File: src/rtl/cpos_pkg.sv
// Shared constants for the closest-point-on-segment pipeline.
package cpos_pkg;

    // Default coordinate width (signed fixed point, any fraction split)
    localparam int COORD_WIDTH_DEF = 32;

    // Segment parameter t: unsigned Q1.16
    localparam int T_BITS = 16;
    localparam int T_W    = T_BITS + 1;
    localparam logic [T_W-1:0] T_ZERO = '0;
    localparam logic [T_W-1:0] T_ONE  = T_W'(1) << T_BITS;

endpackage

File: src/rtl/cpos_scale.sv
// Back end: offset = trunc(line * t), nearest = start + offset (2 stages).
module cpos_scale #(
    parameter int W = cpos_pkg::COORD_WIDTH_DEF
) (
    input  logic                       i_clk,
    input  logic                       i_rst_n,
    input  logic                       i_valid,
    output logic                       o_ready,
    input  logic [cpos_pkg::T_W-1:0]   i_t,
    input  logic                       i_degen,
    input  logic [2:0][W-1:0]          i_start,
    input  logic [2:0][W-1:0]          i_lmag,
    input  logic [2:0]                 i_lneg,
    output logic                       o_valid,
    input  logic                       i_ready,
    output logic [2:0][W-1:0]          o_nearest,
    output logic [cpos_pkg::T_W-1:0]   o_t,
    output logic                       o_degen
);
    localparam int TW = cpos_pkg::T_W;
    localparam int PW = W + TW;

    logic              r_va, r_vb, en_a, en_b;
    logic [2:0][PW-1:0] r_prod, n_prod;
    logic [2:0][W-1:0] r_sa, off, off_neg, n_near, r_near;
    logic [2:0]        r_nega;
    logic [TW-1:0]     r_ta, r_tb;
    logic              r_dga, r_dgb;

    assign en_b    = !r_vb || i_ready;
    assign en_a    = !r_va || en_b;
    assign o_ready = en_a;

    always_ff @(posedge i_clk) begin
        if (!i_rst_n) begin
            r_va <= 1'b0;
            r_vb <= 1'b0;
        end else begin
            if (en_a) r_va <= i_valid;
            if (en_b) r_vb <= r_va;
        end
    end

    // Stage A: magnitude times t
    always_comb begin
        for (int i = 0; i < 3; i++) begin
            n_prod[i] = {{TW{1'b0}}, i_lmag[i]} * {{W{1'b0}}, i_t};
        end
    end

    // Stage B: drop fraction of t, restore sign, add start
    always_comb begin
        for (int i = 0; i < 3; i++) begin
            off[i]     = r_prod[i][W+cpos_pkg::T_BITS-1:cpos_pkg::T_BITS];
            off_neg[i] = ~off[i] + 1'b1;
            n_near[i]  = r_sa[i] + (r_nega[i] ? off_neg[i] : off[i]);
        end
    end

    always_ff @(posedge i_clk) begin
        if (en_a) begin
            r_prod <= n_prod;
            r_sa   <= i_start;
            r_nega <= i_lneg;
            r_ta   <= i_t;
            r_dga  <= i_degen;
        end
        if (en_b) begin
            r_near <= n_near;
            r_tb   <= r_ta;
            r_dgb  <= r_dga;
        end
    end

    assign o_valid   = r_vb;
    assign o_nearest = r_near;
    assign o_t       = r_tb;
    assign o_degen   = r_dgb;

`ifndef ASSERT_OFF
    // Offset never exceeds the line magnitude, so it fits in W bits
    a_off_bound: assert property (@(posedge i_clk) disable iff (!i_rst_n)
        r_va |-> (r_prod[0][PW-1:W+cpos_pkg::T_BITS] == '0
                  && r_prod[1][PW-1:W+cpos_pkg::T_BITS] == '0
                  && r_prod[2][PW-1:W+cpos_pkg::T_BITS] == '0))
        else $error("cpos_scale: offset out of range");
`endif

endmodule

File: config.mk
export PLATFORM = sky130hd
export DESIGN_NAME = cpos_scale
export DESIGN_NICKNAME = d
export VERILOG_FILES = /design/src/rtl/cpos_pkg.sv /design/src/rtl/cpos_scale.sv
export SDC_FILE = /design/constraint.sdc
export NUM_CORES = 2
export LEC_CHECK = 0
export BUFFER_PORTS_ARGS = -buffer_cell sky130_fd_sc_hd__buf_4
export CORE_MARGIN = 8
export CORE_UTILIZATION = 45
export DETAILED_ROUTE_END_ITERATION = 16
export GPL_TIMING_DRIVEN = 0
export PLACE_DENSITY_LB_ADDON = 0.3
export SLEW_MARGIN = 10
export SYNTH_ARGS = -nofsm -noshare
export SYNTH_HDL_FRONTEND = slang
export SYNTH_SLANG_ARGS = --single-unit
File: constraint.sdc
create_clock -name i_clk -period 13.1 [get_ports i_clk]
set_input_delay 1.31 -clock i_clk [delete_from_list [all_inputs] [get_ports i_clk]]
set_output_delay 1.31 -clock i_clk [all_outputs]
set_load 0.05 [all_outputs]
* Yosys cells after proc, flatten, opt, wreduce, memory -nomap -nowiden *
Index checks and enable logic that the tools add are counted.

storage, ports and cells
  word-level logic and storage cells = 35
  register bits after elaboration = 377
  input port bits = 217

operators by class
  $add $sub $neg = 6
  bitwise operators = 3
  muxes and demuxes = 3
  $mul = 3
  reduce and logical (&&, ||, !) cells = 4

operators by type and width
  operator                                       number
  multiplier 32 x 17 -> 48 bit                   3
  adder 32 x 1 -> 32 bit, second input constant  3
  adder 32 bit                                   3
  2-to-1 mux 32 bit                              3
  inverter 32 bit                                3
  zero test 1 bit                                2
  logical OR 1 bit                               2

* Logic depth before layout (Yosys ltp) *
  depth after elaboration = 4
  mapped depth = 27
  gate-level depth less buffers = 24

* Worst setup path before layout *
OpenSTA, ideal clock, no wires.

  path kind = input port to flip-flop
  start = input port i_t[3] in the netlist's numbering
  end = register r_prod (netlist bit off[95]), data pin
  required time = 12,840 ps
  path buffers = 3
  arrival = 7,517 ps
  cell stages on the path = 24
  setup slack = 5,323 ps
  cells stage by stage = clkbuf_1 -> clkbuf_1 -> clkbuf_1 -> nand2_1 -> fa_1 -> fa_1 -> fa_1 -> fa_1 -> inv_1 -> fa_1 -> inv_1 -> fa_1 -> inv_1 -> ha_1 -> a21o_1 -> a21o_1 -> a21o_1 -> nor3_1 -> a2111oi_0 -> a2111oi_0 -> nor2_1 -> a221o_1 -> a21oi_1 -> xnor2_1

RTL lines
  element                 line              source
  start: declaration      cpos_scale.sv:9   input logic [cpos_pkg::T_W-1:0] i_t,
  end signal: assignment  cpos_scale.sv:62  r_prod <= n_prod;
  end: declaration        cpos_scale.sv:24  logic [2:0][PW-1:0] r_prod, n_prod;

==> results.md <==
- Slew @ Worst Pin: 1.42 ns
- H-tree depth: 2
- Most common cell after layout, fill and taps aside: inv_1
- Cell mode on critical path: fa_1
- FF-to-FF setup slack: 7.31 ns
- Post_cts resized: 0
- DP Area: 70300 sq um
- Design area: 71700 sq um
- Via count of the routed design: 49053
- Number of global-route vias before repair: 52793
- First-pass GRT wire length: 314000 um
- Critical path cell sequence: buf_4, clkbuf_1, clkbuf_1, clkbuf_1, nand2_1, fa_1, fa_1, fa_1, inv_1, ha_1, fa_1, fa_1, ha_1, a211oi_1, nand2_1, nor3_1, o21ai_0, o31a_1, a41oi_1, o211a_1, o21ai_0, o21ai_0, xnor2_1
- Total Wirelength: 204000 um
- Routed vias/inst: 5.34
- Hold buffers post-CTS: 0
- Initial antenna violation count: 24
- Max Root-Sink Buffers: 3
- Fmax: 97.4 MHz
- Final GP Congestion: 0.972
- CTS buffer count: 41
- Sum Neg Setup Slack: 0 ns
- Initial Util: 45.4%
- Filler Cell Count: 13428
- Layout cells sized above 1: 6.00%
- Clk_lat worst skew: 0.64 ns
- Clk_skew: 0.0285 ns
- Critical path launch point type: input pin
- Hold path cells: 0
- Status: complete, no violations
- Worst Path Arrival: 10.62 ns
- # clock sinks: 329
- Setup-failing EPs final: 0
- R2R depth: 18
- Post-synthesis sequential area ratio: 15.1%
- Post-Syn Nets: 8859
- TritonCTS clock tree: yes
- Yosys top cell by area: fa_1
- Yosys warns: 0
- Post-Syn Area: 65300 sq um
- Remaining antenna violation count: 0
- Normalized max-slew margin: 5.16%
- Post-synth ARST share: 0%
- WHS Endpoint: o_t[0]
- CP endpoint kind: register
- Die height: 397 um
- EDFF count, synth: 327
- IO Port Bufs: 330
- Critical Path RT: 13.45 ns
- Synthesized instance count: 6854
- Kind of cell adding the most delay to the critical path: adder cells
- Library cells used by synthesis: 71
- Die Width: 397 um
- Row count: 139
- RSZ-0062 raised after global routing: no
- Syn Area/Cell: 9.52 sq um
- Slowest cell on crit path: clkbuf_1
- Die Area: 158000 sq um
- Worst path bufs/invs: 5
- DR pass1 iterations: 6
- Routed WL per cell: 22.2 um
- Hold Crit Start: r_ta[0]
- CTS root buffer: clkbuf_16
- Largest cells by area after synthesis: fa_1 41%, edfxtp_1 15%, inv_1 9.0%
- HPWL Detailed: 168000 um
- Most frequent cells in the layout: 1561 x inv_1, 1341 x fa_1, 1102 x nand2_1
- Peak per-stage delay on the critical path: 0.87 ns
- Max_cap viols: 0
- Largest net degree at the start of global routing: 65
- Crit Path Max Fanout: 10
- Ports: 333
- Final Hold Viols: 0
- Worst Setup Path Type: in2reg
- CTS clock-pin slew for the worst setup and hold paths: 0.07 ns
- Reg-to-Reg End: o_nearest[95]
- Final period util: 78.4%
- # DRC: 0
- Global route overflow: 0
- Total Nets Final: 9237
- Total core area: 144000 sq um
- Initial drt markers: 3607
- Post-CTS setup buffers: 0
- Post-synth top area share: 41.1%
- Flops & latches, synth: 329
- Synth-to-layout area growth: 9.77%
- Crit path time final: 10.27 ns
- Dominant synthesized flop cell: edfxtp_1
- Max-slew violation count: 0
- Hold WC Path Type: reg2reg
- Tot GR Track Use: 26.1%
- Worst reg2reg startpoint: off[73]
## cell type report
class / instances / area [sq um] / share of cell area [%]
antenna: 16 / 40.0 / 0.0559
buffer: 288 / 1090 / 1.52
clock buffer: 45 / 1040 / 1.45
clock inverter: 31 / 292 / 0.407
inverter: 1562 / 5870 / 8.19
multi-input combinational: 4675 / 48500 / 67.7
sequential: 329 / 9860 / 13.8
tap: 1903 / 2380 / 3.32
timing repair buffer: 335 / 2600 / 3.63
## per-stage QoR
step / util, % / instances / worst slack [ns] / hold WS [ns]
after detailed placement: 48.9 / 9091 / 2.37 / 0.406
after CTS: 49.8 / 9167 / 3.04 / 0.404
after floorplan: - / 6854 / 5.32 / 0.400
after global placement: 48.8 / 9087 / 2.20 / 0.400
final: 49.8 / 9184 / 2.83 / 0.407
after global routing: 49.8 / 9171 / 2.56 / 0.425
## worst max path at each step
stage | depth (start not counted) | to | start | slack [ns]
2_1_floorplan | 24 | off[95] | i_t[3] | 5.32
3_3_place_gp | 4 | o_ready | i_ready | 2.20
3_5_place_dp | 25 | off[95] | i_t[3] | 2.37
4_1_cts | 23 | off[63] | i_t[3] | 3.04
5_1_grt | 23 | off[63] | i_t[3] | 2.56
6_report | 23 | off[63] | i_t[3] | 2.83
## Yosys cell counts (all sizes together), types with 4 or more instances
master	instances
o21ai	104
o41ai	16
inv	1562
nor2	87
o21bai	29
a311oi	4
nand2	1103
xor2	70
a221oi	5
or4	18
a211o	4
ha	447
a21oi	165
and3	20
nor3b	4
nand4	28
nand2b	27
nor2b	18
or3	20
clkbuf	287
o211a	4
a21o	104
a41oi	4
nand3	28
and2	629
o211ai	10
and4	6
a2111oi	8
xnor2	218
nor4	9
or2	8
fa	1341
edfxtp	327
o31ai	35
a31oi	15
nand3b	4
nor3	22
a211oi	11
o21a	13
## metal layers
layer / wire length (um) / vias up / global-route usage (%)
met5: 72 / - / 0.215
met4: 9510 / 6 / 10.3
met3: 20400 / 463 / 7.14
met2: 93300 / 2092 / 41.8
met1: 80600 / 25071 / 33.6
li1: - / 21421 / -
## kinds of logic after synthesis
| logic type | after synthesis | synth area share, % |
|---|---|---|
| fa+ha+maj | 1788 | 49.7 |
| xor+xnor | 288 | 3.86 |
| simple gates | 2036 | 15.0 |
| buf+inv | 1850 | 10.6 |
| compound gates | 563 | 5.70 |
| flops | 329 | 15.1 |
## sequential cells by signal, indices dropped and copies added, names as in the netlist
| name | cells |
|---|---|
| o_nearest | 96 |
| off | 96 |
| r_sa | 96 |
| o_t | 17 |
| r_ta | 17 |
| r_nega | 3 |
| o_degen | 1 |
| o_valid | 1 |
| r_dga | 1 |
| r_va | 1 |
Power is left out: the tool's default activity adds up to more than one toggle a clock period on the data nets, which glitch-free logic cannot reach.
